--- config.mk ---
export PLATFORM = sky130hd
export DESIGN_NAME = tapc_ctrl
export DESIGN_NICKNAME = d
export VERILOG_FILES = /design/src/rtl/core/tapc_pkg.sv /design/src/rtl/core/tapc_ctrl.sv
export SDC_FILE = /design/constraint.sdc
export NUM_CORES = 1
export LEC_CHECK = 0
export CAP_MARGIN = 15
export CELL_PAD_IN_SITES_DETAIL_PLACEMENT = 0
export CELL_PAD_IN_SITES_GLOBAL_PLACEMENT = 1
export CORE_AREA = 2 2 39 41
export DETAILED_ROUTE_END_ITERATION = 6
export DIE_AREA = 0 0 41 43
export DONT_BUFFER_PORTS = 1
export PLACE_DENSITY = 0.48
export SYNTH_ARGS = -nofsm -noshare
export SYNTH_HDL_FRONTEND = slang
export SYNTH_SLANG_ARGS = --single-unit
--- constraint.sdc ---
create_clock -name clk -period 2.2 [get_ports clk]
set_input_delay 0.44 -clock clk [delete_from_list [all_inputs] [get_ports clk]]
set_output_delay 0.44 -clock clk [all_outputs]
set_load 0.1 [all_outputs]
--- src/rtl/core/tapc_pkg.sv ---
// Shared types and constants for the three-axis PID position controller.
// Used by every module under rtl/core; depends on nothing.
`timescale 1ns / 1ps

package tapc_pkg;

    // Channel count is set by the fixed a/b/c word fields.
    localparam int CHANNELS      = 3;
    localparam int FRAC_BITS_DEF = 16;

    // Field and register widths.
    localparam int POS_W   = 16;
    localparam int ERR_W   = 17;
    localparam int DIFF_W  = 18;
    localparam int GAIN_W  = 20;
    localparam int LIMIT_W = 7;
    localparam int DRIVE_W = 8;
    localparam int IDX_W   = 3;

    // Products of a 21-bit signed gain and an 18-bit signed operand.
    localparam int PROD_W = GAIN_W + 1 + DIFF_W;
    localparam int RAW_W  = PROD_W + 1;
    localparam int SUM_W  = RAW_W + 1;

    localparam int DRIVE_MAX = 100;

    // Register indexes on the configuration port.
    typedef enum logic [IDX_W-1:0] {
        REG_PROP_GAIN_A = 3'd0,
        REG_PROP_GAIN_B = 3'd1,
        REG_PROP_GAIN_C = 3'd2,
        REG_INTEG_GAIN  = 3'd3,
        REG_DERIV_GAIN  = 3'd4,
        REG_INTEG_LIMIT = 3'd5
    } tapc_reg_t;

    // Reset values of the registers.
    localparam logic [GAIN_W-1:0]  RST_PROP_GAIN_A = 20'd32768;
    localparam logic [GAIN_W-1:0]  RST_PROP_GAIN_B = 20'd32768;
    localparam logic [GAIN_W-1:0]  RST_PROP_GAIN_C = 20'd65536;
    localparam logic [GAIN_W-1:0]  RST_INTEG_GAIN  = 20'd66;
    localparam logic [GAIN_W-1:0]  RST_DERIV_GAIN  = 20'd65536;
    localparam logic [LIMIT_W-1:0] RST_INTEG_LIMIT = 7'd10;

    // Current register contents as seen by the lanes.
    typedef struct packed {
        logic [CHANNELS-1:0][GAIN_W-1:0] prop_gain;
        logic [GAIN_W-1:0]               integ_gain;
        logic [GAIN_W-1:0]               deriv_gain;
        logic [LIMIT_W-1:0]              integ_limit;
    } tapc_cfg_t;

    // Per-stage advance strobes from the pipeline control.
    typedef struct packed {
        logic s1;
        logic s2;
        logic s3;
        logic s4;
        logic s5;
    } tapc_adv_t;

endpackage

--- src/rtl/core/tapc_ctrl.sv ---
// Valid tracking and advance strobes for the five-stage pipeline.
// Depends on tapc_pkg for the advance strobe struct.
`timescale 1ns / 1ps

module tapc_ctrl (
    input  logic                clk,
    input  logic                rst_n,
    input  logic                in_valid,
    output logic                in_stall,
    output logic                out_valid,
    input  logic                out_stall,
    output tapc_pkg::tapc_adv_t adv
);
    import tapc_pkg::*;

    localparam int NSTAGE = 5;

    logic [NSTAGE-1:0] valid_reg;
    logic [NSTAGE-1:0] valid_next;
    logic [NSTAGE-1:0] ready;
    logic [NSTAGE-1:0] take;
    logic [NSTAGE-1:0] load;

    // A stage can load when it is empty or its word moves on this cycle.
    always_comb
    begin
        take[NSTAGE-1]  = valid_reg[NSTAGE-1] & ~out_stall;
        ready[NSTAGE-1] = ~valid_reg[NSTAGE-1] | ~out_stall;
        for (int k = NSTAGE - 2; k >= 0; k--)
        begin
            take[k]  = valid_reg[k] & ready[k+1];
            ready[k] = ~valid_reg[k] | ready[k+1];
        end
        load[0] = in_valid & ready[0];
        for (int k = 1; k < NSTAGE; k++)
        begin
            load[k] = take[k-1];
        end
        valid_next = load | (valid_reg & ~take);
    end

    always_ff @(posedge clk or negedge rst_n)
    begin
        if (!rst_n)
        begin
            valid_reg <= '0;
        end
        else
        begin
            valid_reg <= valid_next;
        end
    end

    assign in_stall  = ~ready[0];
    assign out_valid = valid_reg[NSTAGE-1];

    assign adv.s1 = load[0];
    assign adv.s2 = load[1];
    assign adv.s3 = load[2];
    assign adv.s4 = load[3];
    assign adv.s5 = load[4];

endmodule

# Word level (Yosys, flattened, before mapping)
# Cells that the tools add are included.
[totals]
word_cells = 22
output_inout_bits = 7
register_bits = 5
in_bits = 4
[op_classes]
bitwise = 21
[ops]
columns = ["cell", "n"]
rows = [
  ["$not A1 Y1", 7],
  ["$and A1 B1 Y1", 6],
  ["$and A5 B5 Y5", 1],
  ["$not A5 Y5", 1],
  ["$or A1 B1 Y1", 5],
  ["$or A5 B5 Y5", 1],
]

# Depth between registers and ports, before layout
[logic_depth]
ltp_word = 9
mapped_depth = 3
ltp_nobuf = 2

# Worst setup path before layout
# No wires, ideal clock.
[synth_timing]
kind = "register to output"
start = "register valid_reg[4]"
end = "output port adv[0] (netlist name)"
stages_incl_launch_ff = 2
n_path_buf = 0
t_arrival_ns = 3.103
t_required_ns = 1.760
setup_slack_ns = -1.343
cell_sequence = "dfrtp_1 -> a21boi_0"
[synth_rtl]
columns = ["item", "line", "rtl"]
rows = [
  ["from (decl)", "tapc_ctrl.sv:18", "logic [NSTAGE-1:0] valid_reg;"],
  ["from (signal assigned)", "tapc_ctrl.sv:50", "valid_reg <= valid_next;"],
  ["to (decl)", "tapc_ctrl.sv:12", "output tapc_pkg::tapc_adv_t adv"],
]

==> qor.csv <==
stage,metric,value,unit
run_status,status,finished clean,
timing,period utilization,85.75,%
grt,busiest layer in global routing,met2,
critical_path,"Data required, critical path",1.76,ns
clock_tree,htree depth,1,
clock_tree,"Clk pin slew, worst setup/hold paths",0.05,ns
critical_path,Crit. Startpoint,valid_reg[4]$_DFF_PN0_,
power_and_ir_drop,leakage power total,0.1783,nW
timing,Final min period,1.886,ns
critical_path,path depth of the worst reg2reg path,2,
power_and_ir_drop,Power Total,0.0004365,W
hold_path,hold depth,1,
die,die area,1763,sq um
logic_synthesis,Synth Cell Area,232.7,sq um
die,Die X,41,um
clock_tree,CTS root buffer,clkbuf_4,
grt,first-pass GRT wire length,924,um
grt,met2 usage,11.56,%
grt,pin count of the biggest net entering global routing,8,
timing,worst slew pin tran,0.3153,ns
logic_synthesis,Syn Area/Cell,11.64,sq um
logic_synthesis,Synthesized Nets,24,
critical_path,"slowest stage delay, CP",0.35,ns
timing,achievable clock frequency,0.5301,GHz
timing,Clock Skew,0.008202,ns
critical_path,critical path startpoint category,register,
final_layout,share of post-route cells with drive strength above 1,54.84,%
critical_path,"Top cell by count, worst path",buf_4,
final_layout,final core area utilization,29.48,%
grt,vias in the first global route,221,
detailed_routing,Routed Antenna Nets,0,
final_layout,Area growth syn-to-layout,75.27,%
placement,Area after DPL,371.6,sq um
detailed_routing,first-iteration detailed-routing DRC count,0,
timing,Hold Fails Final Rpt,0,
timing,RSZ-0062 raised after global routing,false,
detailed_routing,DR pass1 iterations,1,
critical_path,Worst path slowest cell,dfrtp_2,
die,Die H,43,um
detailed_routing,vias per cell,4.021,
critical_path,peak fanout along the critical path,4,
hold_path,HP Start,in_valid,
critical_path,crit path cell chain,buf_4 -> nand3_1 -> and2_1 -> buf_4,
detailed_routing,vias,189,
placement,I/O Buffers,0,
power_and_ir_drop,VDD IR max,0.4804,mV
flow_run,max_cap viols,0,
final_layout,nets@finish,36,
logic_synthesis,cells after synthesis,20,
timing,Slew HR,78.98,%
critical_path,worst reg2reg path startpoint,valid_reg[4]$_DFF_PN0_,
die,Initial Utilization,16.82,%
critical_path,kind of critical path,reg2out,
timing,worst hold slack,0.3069,ns
die,Placeable Area,1384,sq um
clock_tree,Worst-Skew Late Latency,0.24,ns
detailed_routing,WL/cell,10.98,um
grt,total track usage,8.283,%
die,IO Count,11,
clock_tree,clock sinks,5,
clock_tree,CTS Buffer Depth,2,
detailed_routing,final wirelength,516,um
grt,initial antenna violation count,0,
logic_synthesis,register area share after synthesis,53.76,%
detailed_routing,DRC,0,
timing,setup TNS,0,ns
die,Row Count,14,
final_layout,Filler cells,144,
logic_synthesis,Yosys cell types,15,
timing,final count of pins violating max slew,0,
final_layout,final antenna diode count,0,
timing,final setup vio count,0,
clock_tree,CTS Buf Count,3,
clock_tree,PostCTS Resize Cnt,0,
grt,grt ovf,0,
final_layout,design area,407.9,sq um
placement,placer congestion estimate,0.5888,
clock_tree,CTS tree,done,
logic_synthesis,Yosys warnings,0,
power_and_ir_drop,PD cells,1070,nW/um^2
final_layout,max FFs per register,5,
critical_path,crit path DAT,1.45,ns
hold_path,Worst Hold Class,in2reg,
grt,M3 GR Usage,6.806,%
critical_path,endpoint class of the critical path,output port,
logic_synthesis,Seq cells post-synth,5,
grt,met1 global-route usage,8.525,%
## cells by family (layout without fill, tap and decap cells)
group                  count (synthesis)  in the layout  synth area share [%]
DFF                                    5              5                 53.76
AOI/OAI and AO/OA                      6              6                 19.36
and+or+nand+nor                        7              7                 20.44
buffers and inverters                  2             13                 6.450
## report_power, final
group / internal, W / switching, W
logic: 0.0000616 / 0.000153
clock network: 0.0000685 / 0.0000367
registers: 0.000103 / 0.0000139
total: 0.000233 / 0.000203
## per-stage QoR
stage / setup WS, ns / cells
3_5_place_dp: 0.5655 / 42
5_1_grt: 0.2305 / 47
3_3_place_gp: 0.5925 / 42
2_1_floorplan: 0.1148 / 20
6_report: 0.3135 / 47
4_1_cts: 0.2958 / 47
## worst max-delay path: cells and delay by family (launching register included)
family	cells	cell delay, ns
buffers and inverters	2	0.54
AND/OR/NAND/NOR	2	0.32
flip-flops	1	0.35
## what timing repair did
action,in CTS,in global routing
hold buffers,1,0
buffers inserted,0,0
hold endpoints to repair,5,0
## cells in the mapped netlist
| master | count | area, sq um |
|---|---|---|
| a21boi_0 | 1 | 7.510 |
| a21boi_1 | 1 | 7.510 |
| a21o_1 | 2 | 15.01 |
| a31o_1 | 1 | 8.760 |
| a31oi_1 | 1 | 6.260 |
| and2_1 | 1 | 6.260 |
| and3_1 | 1 | 6.260 |
| and4_4 | 1 | 11.26 |
| buf_6 | 1 | 11.26 |
| dfrtp_1 | 5 | 125.1 |
| inv_1 | 1 | 3.750 |
| nand2b_1 | 1 | 6.260 |
| nand3_1 | 1 | 5.000 |
| nor2b_1 | 1 | 6.260 |
| or2_1 | 1 | 6.260 |
## cell usage in the layout (no fill, tap or decap), drive strengths merged
cell	count
or2	1
a21boi	2
inv	1
clkbuf	4
and4	1
a31o	1
dfrtp	5
nand2b	1
and2	1
dlygate4sd3	1
a21o	2
a31oi	1
nand3	1
buf	7
and3	1
nor2b	1
## final timing paths
check / end / slack [ns]
hold reg to reg: valid_reg[3]$_DFF_PN0_ / 0.50
setup reg to reg: valid_reg[0]$_DFF_PN0_ / 1.22
setup / recovery: adv[1] / 0.31
min in group asynchronous: valid_reg[3]$_DFF_PN0_ / 0.49
hold / removal: valid_reg[0]$_DFF_PN0_ / 0.31
max in group asynchronous: valid_reg[4]$_DFF_PN0_ / 1.49
## layout make-up
| type | instances | area (sq um) | share of cell area (%) |
|---|---|---|---|
| inverter | 1 | 3.754 | 0.9202 |
| clock buffer | 4 | 26.28 | 6.442 |
| timing repair buffer | 8 | 100.1 | 24.54 |
| sequential | 5 | 126.4 | 30.98 |
| multi-input combinational | 13 | 131.4 | 32.21 |
| tap | 16 | 20.02 | 4.908 |
## per-layer routing
| layer | vias to the layer above | wire length (um) |
|---|---|---|
| met5 | - | 0 |
| met4 | 0 | 0 |
| met3 | 0 | 52 |
| met2 | 8 | 260 |
| met1 | 88 | 203 |
| li1 | 93 | - |
No activity file was read; power rests on OpenSTA's default activity.
