## config.mk

```make
export PLATFORM = sky130hd
export DESIGN_NAME = tapc_merge
export DESIGN_NICKNAME = d
export VERILOG_FILES = /design/src/rtl/core/tapc_pkg.sv /design/src/rtl/core/tapc_merge.sv
export SDC_FILE = /design/constraint.sdc
export NUM_CORES = 1
export LEC_CHECK = 0
export ABC_CLOCK_PERIOD_IN_PS = 3900
export BUFFER_PORTS_ARGS = -buffer_cell sky130_fd_sc_hd__buf_2
export CORE_MARGIN = 2
export CORE_UTILIZATION = 35
export CTS_BUF_LIST = sky130_fd_sc_hd__clkbuf_8
export DETAILED_ROUTE_END_ITERATION = 7
export SLEW_MARGIN = 20
export SYNTH_ARGS = -nofsm -noshare
export SYNTH_HDL_FRONTEND = slang
export SYNTH_SLANG_ARGS = --single-unit
```

## constraint.sdc

```tcl
create_clock -name clk -period 3.9 [get_ports clk]
set_input_delay 0.78 -clock clk [delete_from_list [all_inputs] [get_ports clk]]
set_output_delay 0.78 -clock clk [all_outputs]
set_load 0.02 [all_outputs]
```

## src/rtl/core/tapc_pkg.sv

```systemverilog
// Shared types and constants for the three-axis PID position controller.
// Used by every module under rtl/core; depends on nothing.
`timescale 1ns / 1ps

package tapc_pkg;

    // Channel count is set by the fixed a/b/c word fields.
    localparam int CHANNELS      = 3;
    localparam int FRAC_BITS_DEF = 16;

    // Field and register widths.
    localparam int POS_W   = 16;
    localparam int ERR_W   = 17;
    localparam int DIFF_W  = 18;
    localparam int GAIN_W  = 20;
    localparam int LIMIT_W = 7;
    localparam int DRIVE_W = 8;
    localparam int IDX_W   = 3;

    // Products of a 21-bit signed gain and an 18-bit signed operand.
    localparam int PROD_W = GAIN_W + 1 + DIFF_W;
    localparam int RAW_W  = PROD_W + 1;
    localparam int SUM_W  = RAW_W + 1;

    localparam int DRIVE_MAX = 100;

    // Register indexes on the configuration port.
    typedef enum logic [IDX_W-1:0] {
        REG_PROP_GAIN_A = 3'd0,
        REG_PROP_GAIN_B = 3'd1,
        REG_PROP_GAIN_C = 3'd2,
        REG_INTEG_GAIN  = 3'd3,
        REG_DERIV_GAIN  = 3'd4,
        REG_INTEG_LIMIT = 3'd5
    } tapc_reg_t;

    // Reset values of the registers.
    localparam logic [GAIN_W-1:0]  RST_PROP_GAIN_A = 20'd32768;
    localparam logic [GAIN_W-1:0]  RST_PROP_GAIN_B = 20'd32768;
    localparam logic [GAIN_W-1:0]  RST_PROP_GAIN_C = 20'd65536;
    localparam logic [GAIN_W-1:0]  RST_INTEG_GAIN  = 20'd66;
    localparam logic [GAIN_W-1:0]  RST_DERIV_GAIN  = 20'd65536;
    localparam logic [LIMIT_W-1:0] RST_INTEG_LIMIT = 7'd10;

    // Current register contents as seen by the lanes.
    typedef struct packed {
        logic [CHANNELS-1:0][GAIN_W-1:0] prop_gain;
        logic [GAIN_W-1:0]               integ_gain;
        logic [GAIN_W-1:0]               deriv_gain;
        logic [LIMIT_W-1:0]              integ_limit;
    } tapc_cfg_t;

    // Per-stage advance strobes from the pipeline control.
    typedef struct packed {
        logic s1;
        logic s2;
        logic s3;
        logic s4;
        logic s5;
    } tapc_adv_t;

endpackage

```

## src/rtl/core/tapc_merge.sv

```systemverilog
// Output stage: truncates each lane's sum toward zero, saturates it and
// registers all drive values together. Depends on tapc_pkg.
`timescale 1ns / 1ps

module tapc_merge #(
    parameter int FRAC_BITS = tapc_pkg::FRAC_BITS_DEF
) (
    input  logic                                clk,
    input  tapc_pkg::tapc_adv_t                 adv,
    input  logic signed [tapc_pkg::SUM_W-1:0]   sums  [tapc_pkg::CHANNELS],
    output logic signed [tapc_pkg::DRIVE_W-1:0] drives [tapc_pkg::CHANNELS]
);
    import tapc_pkg::*;

    localparam int T_W = SUM_W - FRAC_BITS;
    localparam logic [SUM_W-1:0] FRAC_MASK = SUM_W'((64'd1 << FRAC_BITS) - 64'd1);
    localparam logic signed [T_W-1:0] POS_LIM = T_W'(DRIVE_MAX);
    localparam logic signed [T_W-1:0] NEG_LIM = -POS_LIM;

    logic signed [SUM_W-1:0]   biased     [CHANNELS];
    logic signed [SUM_W-1:0]   shifted    [CHANNELS];
    logic signed [T_W-1:0]     whole      [CHANNELS];
    logic signed [DRIVE_W-1:0] drive_next [CHANNELS];
    logic signed [DRIVE_W-1:0] drive_reg  [CHANNELS];

    // A negative sum is biased by the fraction mask so the shift truncates
    // toward zero; the whole part is then saturated.
    always_comb
    begin
        for (int i = 0; i < CHANNELS; i++)
        begin
            biased[i]  = sums[i] + (sums[i][SUM_W-1] ? $signed(FRAC_MASK) : $signed(SUM_W'(0)));
            shifted[i] = biased[i] >>> FRAC_BITS;
            whole[i]   = $signed(shifted[i][T_W-1:0]);
            if (whole[i] > POS_LIM)
            begin
                drive_next[i] = DRIVE_W'(POS_LIM);
            end
            else if (whole[i] < NEG_LIM)
            begin
                drive_next[i] = DRIVE_W'(NEG_LIM);
            end
            else
            begin
                drive_next[i] = DRIVE_W'(whole[i]);
            end
        end
    end

    // Output register; holds while the word is stalled.
    always_ff @(posedge clk)
    begin
        if (adv.s5)
        begin
            drive_reg <= drive_next;
        end
    end

    assign drives = drive_reg;

endmodule

```

# Yosys cells after proc, flatten, opt, wreduce, memory -nomap -nowiden
# Cells that the tools add are included.
# W data, S select, Z words.
dict set report op_classes {
  add_sub_neg 3
  reduce_logical 3
  mux 6
  magnitude_cmp 6
}
# operator n
set op_table {}
lappend op_table {{$add A41 B17 Y41} 3}
lappend op_table {{$gt A25 B8 Y1 const B} 3}
lappend op_table {{$lt A25 B8 Y1 const B} 3}
lappend op_table {{$mux W16} 3}
lappend op_table {{$mux W8} 3}
lappend op_table {{$reduce_or A2 Y1} 3}
dict set report totals {
  register_bits 24
  elab_cells 24
}

# Longest topological paths before layout
dict set report logic_depth {
  word_depth 4
  ltp_mapped 12
  ltp_nobuf 11
}

# Least setup slack after synthesis
# OpenSTA, ideal clock, no wires.
dict set report synth_path {
  kind {input to register}
  from {input port sums[92] (netlist name)}
  to {register drive_reg (netlist bit drives[18]) (data pin)}
  path_stages 11
  arrival_time_ns 3.272
  slack_ns 0.375
  setup_ns 0.254
  cell_sequence {ha_1 > nand3_2 > or4_4 > o211ai_2 > a31o_1 > buf_6 > and3_4 > xnor2_1 > or4_4 > or3_4 > a21o_1}
}
dict set report synth_between {
  elab_chain_len 3
  elab_cells_between_ends 4
  classes_between {add/sub: 1; order compare: 2; reduce/logical: 1}
}
# item line
set synth_rtl {}
lappend synth_rtl {{start, declared} tapc_merge.sv:10} ;# input logic signed [tapc_pkg::SUM_W-1:0] sums [tapc_pkg::CHANNELS],
lappend synth_rtl {{$add A41 B17 Y41 *} tapc_merge.sv:32} ;# biased[i] = sums[i] + (sums[i][SUM_W-1] ? $signed(FRAC_MASK) : $signed(SUM_W'(0)));
lappend synth_rtl {{$gt A25 B8 Y1 or $lt A25 B8 Y1 (tied branches)} {tapc_merge.sv:35, tapc_merge.sv:39}}
lappend synth_rtl {{$reduce_or A2 Y1 (no line)} --}
lappend synth_rtl {{end signal, assigned} tapc_merge.sv:55} ;# drive_reg <= drive_next;
lappend synth_rtl {{end, declared} tapc_merge.sv:24} ;# logic signed [DRIVE_W-1:0] drive_reg [CHANNELS];
# Mark *: on every way between the ends. The rest lies on a longest branch, timed or not.
# A chain may end at the register's enable or synchronous reset.

# Worst setup path after layout
dict set report layout_path {
  from {input port sums[122] (netlist name)}
  to {register drive_reg (netlist bit drives[18]) (data pin)}
}
dict set report layout_between {
  elab_chain_len 4
  elab_cells_between_ends 5
  classes_between {add/sub: 1; order compare: 2; mux: 1; reduce/logical: 1}
}
# item line
set layout_rtl {}
lappend layout_rtl {{$mux W16} tapc_merge.sv:32}
lappend layout_rtl {{$add A41 B17 Y41 *} tapc_merge.sv:32}
lappend layout_rtl {{$gt A25 B8 Y1 or $lt A25 B8 Y1 (tied branches)} {tapc_merge.sv:35, tapc_merge.sv:39}}
lappend layout_rtl {{$reduce_or A2 Y1 (no line)} --}
# Marked as above.

==> results list <==
- Share of the clock period used by the worst path: 95.7%
- Yosys warning count: 0
- The worst pin sits at a relative slew slack of 62.5%.
- Power per Cell Area: 177 nW/um2
- The top cell types in the final layout, fill and taps aside, are 148 x buf_2, 76 x buf_4, 50 x a21oi_1.
- Min Clock Period, post-route: 3.73 ns
- Count of flip-flops with a built-in enable after synthesis: 24
- Critical path buffer and inverter count: 3
* CP startpoint kind: primary input
- Synthesis inferred 24 register bits.
- Walking the worst path, the cells encountered are buf_2, buf_4, ha_1, inv_1, nor4_1, o21ai_0, a21o_1, nor3_1, o22ai_1, or4_4, or3_4, a21o_1.
- The tool flagged a number of max-cap violations equal to 0.
- Detailed placement HPWL: 11400 um
- Die X: 116 um
- The largest single stage delay on the critical path is 0.56 ns.
- Die Height: 116 um
* Drt drc: 0
- IR analysis of the VDD net gives a maximum drop of 88.3 uV.
- Clock tree synthesis found a total of 24 sinks.
- The longest clock path from root to sink contains 2 buffers.
* Max Clock Freq: 268 MHz
- Required time reported for the critical path endpoint: 3.93 ns
- The most used flip-flop cell after synthesis is edfxtp_1.
- Final core utilization: 48.2%
* Synthesized area per cell: 7.97 um2
- Total clock buffers created by CTS: 3
- The repair_antennas step left the layout with diodes totalling 0.
* Result of the run: complete, no violations
* Synthesized Nets: 729
- Post-synthesis instance area: 4430 um2
- Synthesized instance count: 555
- Vias per Instance: 5.62
* GR Util All Layers: 18.8%
- CTS built an H-tree with a depth of 1.
- TritonCTS built the clock tree.
- Total of endpoints with negative setup slack in the final report: 0
- In this design, the critical path's most frequently occurring cell is a21o_1.
- Entering global routing, the biggest net connects 25 pins.
- Count of standard-cell rows: 41
- Aggregate routed wire length: 13400 um
* Max reg flops: 24
* Number of unique standard cell types used by synthesis: 88
- After detailed routing, the average wire length per cell comes to 14.1 um.
- Area of the die: 13600 um2
- Leaving out fill and tap cells, the most frequent cell in the layout is buf_2.
- Starting density of the core: 35.5%
- Congestion Overflow GR: 0
- Compared with the post-synthesis result, the final layout area differs by 35.9%.
- At the worst endpoint, the arrival time is 3.76 ns.
* Largest fanout on the critical path: 13
- In this design, the largest share of critical-path delay is due to simple AND/OR/NAND/NOR gates.
* Number of endpoints with negative hold slack in the final report: 0
- Number of placed I/O pins: 153
- The number of global-route vias before repair is 4820.
- Pins Over Slew Limit: 0
- Routability cong.: 0.907
* LEAKAGE: 0.00260 uW
* Buffers on Ports: 148
- Number of antenna violations at the first check in global routing: 0
- Number of routed nets with antenna violations: 0
* DRC violation total after the first TritonRoute iteration: 275
* Root Buffer: clkbuf_8
- First-pass GRT wire length: 21300 um
* Crit path max-delay cell type: or4_4
- 1st-pass router iterations: 5
- For this run, the post-layout net count is 950.
- Fraction of final layout cells with drive strength greater than 1: 34.5%
- At the pin with the least slew margin, the transition time is 0.555 ns.
- Counting flops with an async set or reset pin after synthesis yields a share of 0%.
* Fin Setup TNS: 0 ns
- The region available for standard cell placement spans 12500 um2.
- The detailed router placed 5320 vias in this run.
* Post-layout total power: 1060 uW
- The setup path with the least slack is of type in -> reg.
- Path category of the worst min-delay check: in -> reg
* Proportion of synthesized chip area in sequential cells: 16.3%
- Clock-pin slew reported for the worst setup and hold paths after clock tree synthesis: 0.09 ns
- Endpoint kind of the worst setup timing path: register
[layer usage]
| metal | track usage [%] | part of all wire, % | vias up | wire [um] |
|---|---|---|---|---|
| met4 | 3.17 | 1.2 | 0 | 164 |
| met5 | 0 | 0 | - | 0 |
| met1 | 24.2 | 45 | 2455 | 6030 |
| met2 | 34.5 | 49 | 156 | 6510 |
| met3 | 1.76 | 5.1 | 16 | 688 |
| li1 | - | - | 2693 | - |
[final cells by class]
type	instances	area [um2]
well taps	172	215
flip-flops and latches	24	721
multi-input cells	507	3640
repair buffers	224	1310
clock buffers	3	41.3
clock inverters	1	30.0
inverters	16	60.1
fillers	1254	6450
[cell families (layout without fill, tap and decap cells)]
family	after synthesis	after routing	synth area share [%]
multiplexers	5	5	1.13
AO/OA/AOI/OAI	196	196	32.1
flip-flops	24	24	16.3
adder cells (fa/ha/maj)	45	45	12.7
AND/OR/NAND/NOR	238	238	30.8
XOR/XNOR	23	23	4.72
buffers and inverters	24	244	2.29
[path summary, 6_finish.rpt]
check	start	endpoint	slack [ns]	cells after the start
worst min-delay path	sums[58]	drives[9]	0.92	3
worst max-delay path	sums[122]	drives[18]	0.17	12
[cell usage after synthesis, types with 3 or more instances]
cell / instances / share of area [%]
a41oi_1: 4 / 0.79
mux2i_1: 5 / 1.1
xor2_1: 12 / 2.4
xnor2_1: 10 / 2.0
nor3_2: 3 / 0.68
a311oi_1: 5 / 0.99
and3_1: 19 / 2.7
a21oi_1: 50 / 5.7
or3_1: 8 / 1.1
nor3b_1: 7 / 1.2
ha_1: 45 / 13
nor2b_1: 3 / 0.42
a211o_1: 6 / 1.2
a2111oi_2: 3 / 1.0
nor2_1: 29 / 2.5
nand3_1: 30 / 3.4
o21bai_1: 3 / 0.51
nand2_1: 49 / 4.2
a31oi_1: 8 / 1.1
o22ai_1: 6 / 0.85
o211ai_1: 5 / 0.85
o311ai_0: 4 / 0.79
nor4_1: 10 / 1.4
and2_1: 5 / 0.71
inv_1: 16 / 1.4
nor4b_1: 3 / 0.59
and4_1: 5 / 0.99
a211oi_1: 6 / 1.0
clkbuf_1: 3 / 0.25
a21o_1: 14 / 2.4
o21ai_0: 28 / 3.2
or2_2: 4 / 0.57
edfxtp_1: 24 / 16
nor3_1: 14 / 1.6
nand4_1: 28 / 4.0
a31o_2: 3 / 0.59
o21a_1: 8 / 1.4
or4_1: 3 / 0.51
a21boi_0: 4 / 0.68
[report_power, final]
| group | leakage [uW] | switching [uW] | internal [uW] | total, uW |
|---|---|---|---|---|
| registers | 0.000234 | 6.00 | 305 | 311 |
| clock network | 0.0000357 | 76.7 | 137 | 214 |
| logic | 0.00233 | 300 | 239 | 540 |
| total | 0.00260 | 383 | 681 | 1060 |
[timing repair]
action | CTS | global route
buffers inserted | 0 | 1
endpoints found under the setup margin | 0 | 11
gates resized for setup | 0 | 7
endpoints found under the hold margin | 0 | 0
hold buffers | 0 | 0
[metrics by stage]
| stage | instances | hold WS (ns) | cell area (um2) | setup slack (ns) |
|---|---|---|---|---|
| 2_1_floorplan | 555 | 0.892 | 4430 | 0.375 |
| 3_3_place_gp | 942 | 1.20 | 5900 | -0.112 |
| 3_5_place_dp | 942 | 1.20 | 5900 | -0.174 |
| 4_1_cts | 946 | 0.912 | 5970 | 0.0933 |
| 5_1_grt | 947 | 0.923 | 6010 | -0.0130 |
| 6_report | 947 | 0.922 | 6010 | 0.167 |
No activity file was read; power rests on OpenSTA's default activity.
