===== src/rtl/core/tapc_pkg.sv =====
// Shared types and constants for the three-axis PID position controller.
// Used by every module under rtl/core; depends on nothing.
`timescale 1ns / 1ps

package tapc_pkg;

    // Channel count is set by the fixed a/b/c word fields.
    localparam int CHANNELS      = 3;
    localparam int FRAC_BITS_DEF = 16;

    // Field and register widths.
    localparam int POS_W   = 16;
    localparam int ERR_W   = 17;
    localparam int DIFF_W  = 18;
    localparam int GAIN_W  = 20;
    localparam int LIMIT_W = 7;
    localparam int DRIVE_W = 8;
    localparam int IDX_W   = 3;

    // Products of a 21-bit signed gain and an 18-bit signed operand.
    localparam int PROD_W = GAIN_W + 1 + DIFF_W;
    localparam int RAW_W  = PROD_W + 1;
    localparam int SUM_W  = RAW_W + 1;

    localparam int DRIVE_MAX = 100;

    // Register indexes on the configuration port.
    typedef enum logic [IDX_W-1:0] {
        REG_PROP_GAIN_A = 3'd0,
        REG_PROP_GAIN_B = 3'd1,
        REG_PROP_GAIN_C = 3'd2,
        REG_INTEG_GAIN  = 3'd3,
        REG_DERIV_GAIN  = 3'd4,
        REG_INTEG_LIMIT = 3'd5
    } tapc_reg_t;

    // Reset values of the registers.
    localparam logic [GAIN_W-1:0]  RST_PROP_GAIN_A = 20'd32768;
    localparam logic [GAIN_W-1:0]  RST_PROP_GAIN_B = 20'd32768;
    localparam logic [GAIN_W-1:0]  RST_PROP_GAIN_C = 20'd65536;
    localparam logic [GAIN_W-1:0]  RST_INTEG_GAIN  = 20'd66;
    localparam logic [GAIN_W-1:0]  RST_DERIV_GAIN  = 20'd65536;
    localparam logic [LIMIT_W-1:0] RST_INTEG_LIMIT = 7'd10;

    // Current register contents as seen by the lanes.
    typedef struct packed {
        logic [CHANNELS-1:0][GAIN_W-1:0] prop_gain;
        logic [GAIN_W-1:0]               integ_gain;
        logic [GAIN_W-1:0]               deriv_gain;
        logic [LIMIT_W-1:0]              integ_limit;
    } tapc_cfg_t;

    // Per-stage advance strobes from the pipeline control.
    typedef struct packed {
        logic s1;
        logic s2;
        logic s3;
        logic s4;
        logic s5;
    } tapc_adv_t;

endpackage


===== src/rtl/core/tapc_lane.sv =====
// One PID channel: error, gain products, clamped integral and the exact sum.
// Depends on tapc_pkg for widths and the advance strobe struct.
`timescale 1ns / 1ps

module tapc_lane #(
    parameter int FRAC_BITS = tapc_pkg::FRAC_BITS_DEF
) (
    input  logic                                clk,
    input  logic                                rst_n,
    input  tapc_pkg::tapc_adv_t                 adv,
    input  logic signed [tapc_pkg::POS_W-1:0]   target,
    input  logic signed [tapc_pkg::POS_W-1:0]   position,
    input  logic        [tapc_pkg::GAIN_W-1:0]  prop_gain,
    input  logic        [tapc_pkg::GAIN_W-1:0]  integ_gain,
    input  logic        [tapc_pkg::GAIN_W-1:0]  deriv_gain,
    input  logic        [tapc_pkg::LIMIT_W-1:0] integ_limit,
    output logic signed [tapc_pkg::SUM_W-1:0]   sum
);
    import tapc_pkg::*;

    localparam int ACC_W = FRAC_BITS + LIMIT_W + 1;

    // Channel state.
    logic signed [ERR_W-1:0]  prev_err_reg;
    logic signed [ACC_W-1:0]  acc_reg;

    // Pipeline words.
    logic signed [ERR_W-1:0]  err_reg;
    logic signed [DIFF_W-1:0] diff_reg;
    logic signed [PROD_W-1:0] pp_reg;
    logic signed [PROD_W-1:0] ip_reg;
    logic signed [PROD_W-1:0] dp_reg;
    logic signed [RAW_W-1:0]  pd_reg;
    logic signed [ACC_W-1:0]  accv_reg;
    logic signed [SUM_W-1:0]  sum_reg;

    logic signed [ERR_W-1:0]  err_next;
    logic signed [DIFF_W-1:0] diff_next;
    logic signed [PROD_W-1:0] pp_next;
    logic signed [PROD_W-1:0] ip_next;
    logic signed [PROD_W-1:0] dp_next;
    logic signed [RAW_W-1:0]  acc_raw;
    logic signed [RAW_W-1:0]  bound;
    logic signed [RAW_W-1:0]  acc_clamp;
    logic signed [RAW_W-1:0]  pd_next;
    logic signed [SUM_W-1:0]  sum_next;

    // Stage one: error and its change since the previous tick.
    assign err_next  = ERR_W'(target) - ERR_W'(position);
    assign diff_next = DIFF_W'(err_next) - DIFF_W'(prev_err_reg);

    // Stage two: the three gain products.
    assign pp_next = PROD_W'($signed({1'b0, prop_gain}) * err_reg);
    assign ip_next = PROD_W'($signed({1'b0, integ_gain}) * err_reg);
    assign dp_next = PROD_W'($signed({1'b0, deriv_gain}) * diff_reg);

    // Stage three: integrate and clamp to the symmetric bound; add the proportional and derivative products.
    assign acc_raw = RAW_W'(acc_reg) + RAW_W'(ip_reg);
    assign bound   = RAW_W'($signed({1'b0, integ_limit, {FRAC_BITS{1'b0}}}));
    assign pd_next = RAW_W'(pp_reg) + RAW_W'(dp_reg);

    always_comb
    begin
        if (acc_raw > bound)
        begin
            acc_clamp = bound;
        end
        else if (acc_raw < -bound)
        begin
            acc_clamp = -bound;
        end
        else
        begin
            acc_clamp = acc_raw;
        end
    end

    // Stage four: exact sum of all three terms.
    assign sum_next = SUM_W'(pd_reg) + SUM_W'(accv_reg);

    // State registers, cleared on reset.
    always_ff @(posedge clk or negedge rst_n)
    begin
        if (!rst_n)
        begin
            prev_err_reg <= '0;
            acc_reg      <= '0;
        end
        else
        begin
            if (adv.s1)
            begin
                prev_err_reg <= err_next;
            end
            if (adv.s3)
            begin
                acc_reg <= ACC_W'(acc_clamp);
            end
        end
    end

    // Payload registers.
    always_ff @(posedge clk)
    begin
        if (adv.s1)
        begin
            err_reg  <= err_next;
            diff_reg <= diff_next;
        end
        if (adv.s2)
        begin
            pp_reg <= pp_next;
            ip_reg <= ip_next;
            dp_reg <= dp_next;
        end
        if (adv.s3)
        begin
            pd_reg   <= pd_next;
            accv_reg <= ACC_W'(acc_clamp);
        end
        if (adv.s4)
        begin
            sum_reg <= sum_next;
        end
    end

    assign sum = sum_reg;

endmodule


===== config.mk =====
export PLATFORM = sky130hd
export DESIGN_NAME = tapc_lane
export DESIGN_NICKNAME = d
export VERILOG_FILES = /design/src/rtl/core/tapc_pkg.sv /design/src/rtl/core/tapc_lane.sv
export SDC_FILE = /design/constraint.sdc
export NUM_CORES = 2
export LEC_CHECK = 0
export ABC_AREA = 1
export BUFFER_PORTS_ARGS = -buffer_cell sky130_fd_sc_hd__buf_2
export CAP_MARGIN = 20
export CORE_MARGIN = 1.5
export CORE_UTILIZATION = 33
export CTS_CLUSTER_SIZE = 8
export DETAILED_ROUTE_END_ITERATION = 8
export MAX_ROUTING_LAYER = met4
export PLACE_DENSITY = 0.59
export SETUP_SLACK_MARGIN = 0.2
export SYNTH_ARGS = -nofsm -noshare
export SYNTH_HDL_FRONTEND = slang
export SYNTH_SLANG_ARGS = --single-unit

===== constraint.sdc =====
create_clock -name clk -period 18.2 [get_ports clk]
set_input_delay 3.64 -clock clk [delete_from_list [all_inputs] [get_ports clk]]
set_output_delay 3.64 -clock clk [all_outputs]
set_load 0.1 [all_outputs]

Word level (Yosys, flattened, before mapping)
Cells that the tools add are included.

storage, ports and cells
  register bits = 296
  input port bits = 106
  output and inout port bits = 41
  word-level logic and storage cells = 23

cells by class
  $add $sub $neg = 6
  multipliers = 3
  order comparisons = 2
  muxes and demuxes = 2

operators by type and width
  kind                                                     number
  21-bit by 17-bit multiplier with 38-bit output           2
  24-bit two-way mux                                       2
  40-bit by 24-bit adder with 41-bit output                1
  38-bit by 39-bit adder with 40-bit output                1
  39-bit by 40-bit less-than comparator with 1-bit output  1
  23-bit negation with 40-bit output                       1
  24-bit by 38-bit adder with 39-bit output                1
  39-bit by 24-bit > comparator with 1-bit output          1
  21-bit by 18-bit multiplier with 39-bit output           1
  17-bit by 17-bit subtractor with 18-bit output           1
  16-bit by 16-bit subtractor with 17-bit output           1

Depth between registers and ports, before layout
  depth in word-level cells = 4
  depth in mapped cells = 34
  depth with buffers taken out = 33

Least setup slack after synthesis
Ideal clock, no wire load.

  path type = input-to-reg
  from = input integ_gain[18] in the netlist's numbering
  to = register ip_reg[35] (data pin)
  setup time = 259 ps
  arrival time = 9146 ps
  data required time = 17941 ps
  path slack = 8795 ps
  cell stages on the path = 26
  path buffers = 2
  cells stage by stage = clkbuf_1 -> clkbuf_1 -> nand2_1 -> fa_1 -> inv_1 -> fa_1 -> inv_1 -> fa_1 -> inv_1 -> fa_1 -> fa_1 -> inv_1 -> fa_1 -> inv_1 -> ha_1 -> nand2_1 -> nor2_1 -> nand2_1 -> nor4b_1 -> a21oi_1 -> o21bai_1 -> nand3_1 -> nand3_1 -> nand3_1 -> nand2_1 -> xor2_1

between the ends
  cells in the longest elaborated chain, start to end = 1

RTL lines
  what                                            line              RTL
  start, declared                                 tapc_lane.sv:14   input logic [tapc_pkg::GAIN_W-1:0] integ_gain,
  21-bit by 17-bit multiplier with 38-bit output  tapc_lane.sv:54   assign ip_next = PROD_W'($signed({1'b0, integ_gain}) * err_reg);
  net ip_next[35]                                 tapc_lane.sv:40   logic signed [PROD_W-1:0] ip_next;
  end signal, assigned                            tapc_lane.sv:113  ip_reg <= ip_next;
  end, declared                                   tapc_lane.sv:31   logic signed [PROD_W-1:0] ip_reg;

The timed path passes the listed nets, and every way through them passes these cells.
A chain may end at the register's enable or synchronous reset.

Final worst setup path
Same ends and word-level chain as after synthesis.

==> results.yml <==
floorplanning:
  die_width_um: 412
  die_height_um: 412
  initial_core_utilization: 0.333
  die_area_um2: 169000
  num_rows: 149
  core-area_um2: 165000
  pin_count: 147
placement:
  place_congestion: 0.926
  detailedPlacementHpwl_mm: 117
  portBuffers: 145
detailed_routing:
  detailedRoute.firstIterationViolations: 2633
  avgRoutedWirePerCell_um: 15.6
  drt-total-wl_mm: 142
  ant_nets: 0
  avgViaCountPerCell: 4.69
  drc: 0
  detailedRoute.firstPassIterationCount: 6
  routed-via-count: 42734
setup_path:
  worstPathArrival_ps: 10170
  crit_path_start_kind: "input port"
  timing_worst_setup_path_type: "in -> reg"
  r2r_path_start: "err_reg[2]$_DFFE_PP_"
  cp.buffers_inverters: 6
  source_of_the_critical_timing_path: "integ_gain[18]"
  cell_class_contributing_the_biggest_share_of_worst_path_delay: "adder cells"
  worstSetupEndpointType: "register"
  critical_path_required_ps: 18620
  worst_path_max_delay_cell: "sky130_fd_sc_hd__nor4b_1"
  cpPeakStageDelay_ps: 710
  critical_path_peak_fanout: 17
  path_common_cell: "sky130_fd_sc_hd__fa_1"
sta:
  maxSlewViolCount: 0
  finClkSkew_ps: 28.7
  fin_hold_ws_ps: 485
  setup_repair_after_global_routing_missed_its_margin: "no"
  tightest_slew_ps: 1120
  max-slew-margin-rel: 0.256
  hold_vio_cnt_final: 0
  clock.fmax_mhz: 103
  timing.final.setup_violations: 0
  final_period_minus_worst_setup_slack_ps: 9760
  layout_worst_path_cycle_share: 0.536
  timing.setup.tns_ps: 0
synthesis:
  netlist.top_cell.by_area: "sky130_fd_sc_hd__fa_1"
  synth-seq-cells: 296
  post-synth-top-count-cell: "sky130_fd_sc_hd__inv_1"
  synth_top_area_frac: 0.302
  mappedNetlistNets: 8416
  synth_edf_count: 255
  synth_top_flop_cell: "sky130_fd_sc_hd__edfxtp_1"
  synthesis.area_um2: 55100
  synthesis.instances: 6891
  postSynth.asyncResetShare: 0.139
  synth_sequential_area_ratio: 0.158
  ys_types: 57
  mean_cell_area_of_the_mapped_netlist_um2: 7.99
  ys_top_cells_by_count: "sky130_fd_sc_hd__inv_1, sky130_fd_sc_hd__nand2_1, sky130_fd_sc_hd__fa_1"
  synth-warning-count: 0
  synth.area.top_cells: "sky130_fd_sc_hd__fa_1, sky130_fd_sc_hd__edfxtp_1, sky130_fd_sc_hd__ha_1"
cts:
  cts_tree: "built"
  skew_pair_late_insertion_delay_ps: 610
  clk_pin_slew_worst_paths_ps: 40
  cts_resized: 0
  cts_htree_levels: 2
  post-cts-setup-buffer-count: 0
  clock-root-buffer: "sky130_fd_sc_hd__clkbuf_16"
  hold_buffers: 0
  cts_buffer_depth: 3
  clock_sink_count: 296
  numCtsBuffers: 45
flow_run:
  max_cap_viol_count: 0
worst_hold_path:
  hold_path_class: "reg -> reg"
  min-delay-start: "prev_err_reg[3]$_DFFE_PN0P_"
layout:
  layout-area-overhead-vs-synth_pct: 7.53
  regArea_um2: 8680
  fillers: 17136
  final_layout_size_suffix_gt1_frac: 0.0467
  number_of_flip_flops_in_the_largest_register: 41
  multi_input_area_um2: 38500
  final_net_count: 8399
status:
  status: "finished clean"
grt:
  grt_overflow_total: 0
  vias_in_the_first_global_route: 44098
  grt_pass1_wl_mm: 232
  grt_start_max_net_pins: 83
  antenna_found_initial: 26
  overall_global_routing_usage: 0.175
==> final cells by class <==
cell class | instances | share of cell area
Clock buffer | 62 | 0.0201
Timing Repair Buffer | 176 | 0.0166
Sequential cell | 296 | 0.147
Antenna cell | 19 | 0.000803
Multi-Input combinational cell | 4488 | 0.649
Clock inverter | 9 | 0.00196
Inverter | 1867 | 0.118
Tap cell | 2189 | 0.0463
==> logic make-up (layout without fill, tap and decap cells) <==
family	count (synthesis)	after routing	share of synthesized area
flip-flops	296	296	0.158
adder cells (fa/ha/maj)	1419	1419	0.436
AND/OR/NAND/NOR	2224	2224	0.163
other	0	19	0
AO/OA/AOI/OAI	627	627	0.0647
buffers and inverters	2107	2114	0.144
XOR/XNOR	218	218	0.0350
==> worst reg2reg max path, delay by kind of cell, from the launching register on <==
kind | cells | cell delay, ps
AOI/OAI and AO/OA | 2 | 540
xor gates and xnor gates | 1 | 170
and+or+nand+nor | 9 | 1790
buffers and inverters | 6 | 700
adders and majority gates | 7 | 3500
DFF | 1 | 310
==> cells in the final DEF, fill, tap and decap left out, types with 21 or more instances in the layout <==
cell and n:
sky130_fd_sc_hd__o21bai_1 21, sky130_fd_sc_hd__nand2_1 1653, sky130_fd_sc_hd__xnor2_1 80, sky130_fd_sc_hd__ha_1 588, sky130_fd_sc_hd__a21oi_1 303, sky130_fd_sc_hd__nand4_1 32
sky130_fd_sc_hd__nor3_1 46, sky130_fd_sc_hd__or2_2 27, sky130_fd_sc_hd__fa_1 831, sky130_fd_sc_hd__o21ai_0 143, sky130_fd_sc_hd__inv_1 1854, sky130_fd_sc_hd__buf_4 32
sky130_fd_sc_hd__dfrtp_1 41, sky130_fd_sc_hd__nor2_1 275, sky130_fd_sc_hd__buf_2 143, sky130_fd_sc_hd__clkbuf_16 45, sky130_fd_sc_hd__nand3_1 127, sky130_fd_sc_hd__a31oi_1 32
sky130_fd_sc_hd__edfxtp_1 255, sky130_fd_sc_hd__xor2_1 137
==> routing by layer <==
metal	wire length [um]	global-route usage	part of all wire
met2	64500	0.275	0.45
met4	4360	0.0527	0.031
met3	7490	0.0234	0.053
met5	0	-	0
met1	65600	0.235	0.46
==> metrics by stage <==
step           cell area (um^2)  utilization  instances  setup slack [ps]
2_1_floorplan             55100            -       6891              8800
3_3_place_gp              57800        0.350       9015              8020
3_5_place_dp              57900        0.350       9016              7910
4_1_cts                   59200        0.358       9087              8520
5_1_grt                   59200        0.358       9104              8210
6_report                  59200        0.358       9106              8440
==> final timing paths <==
kind / to / slack [ps] / cells after the start
min in group asynchronous: acc_reg[23]$_DFFE_PN0P_ / 3210 / 2
worst min register to register: prev_err_reg[3]$_DFFE_PN0P_ / 490 / 2
worst max-delay path: ip_reg[35]$_DFFE_PP_ / 8440 / 25
max in group asynchronous: acc_reg[0]$_DFFE_PN0P_ / 14490 / 2
worst min-delay path: prev_err_reg[3]$_DFFE_PN0P_ / 490 / 2
worst max register to register: ip_reg[35]$_DFFE_PP_ / 11020 / 25
Power is left out: the tool's default activity adds up to more than one toggle a clock period on the data nets, which glitch-free logic cannot reach.
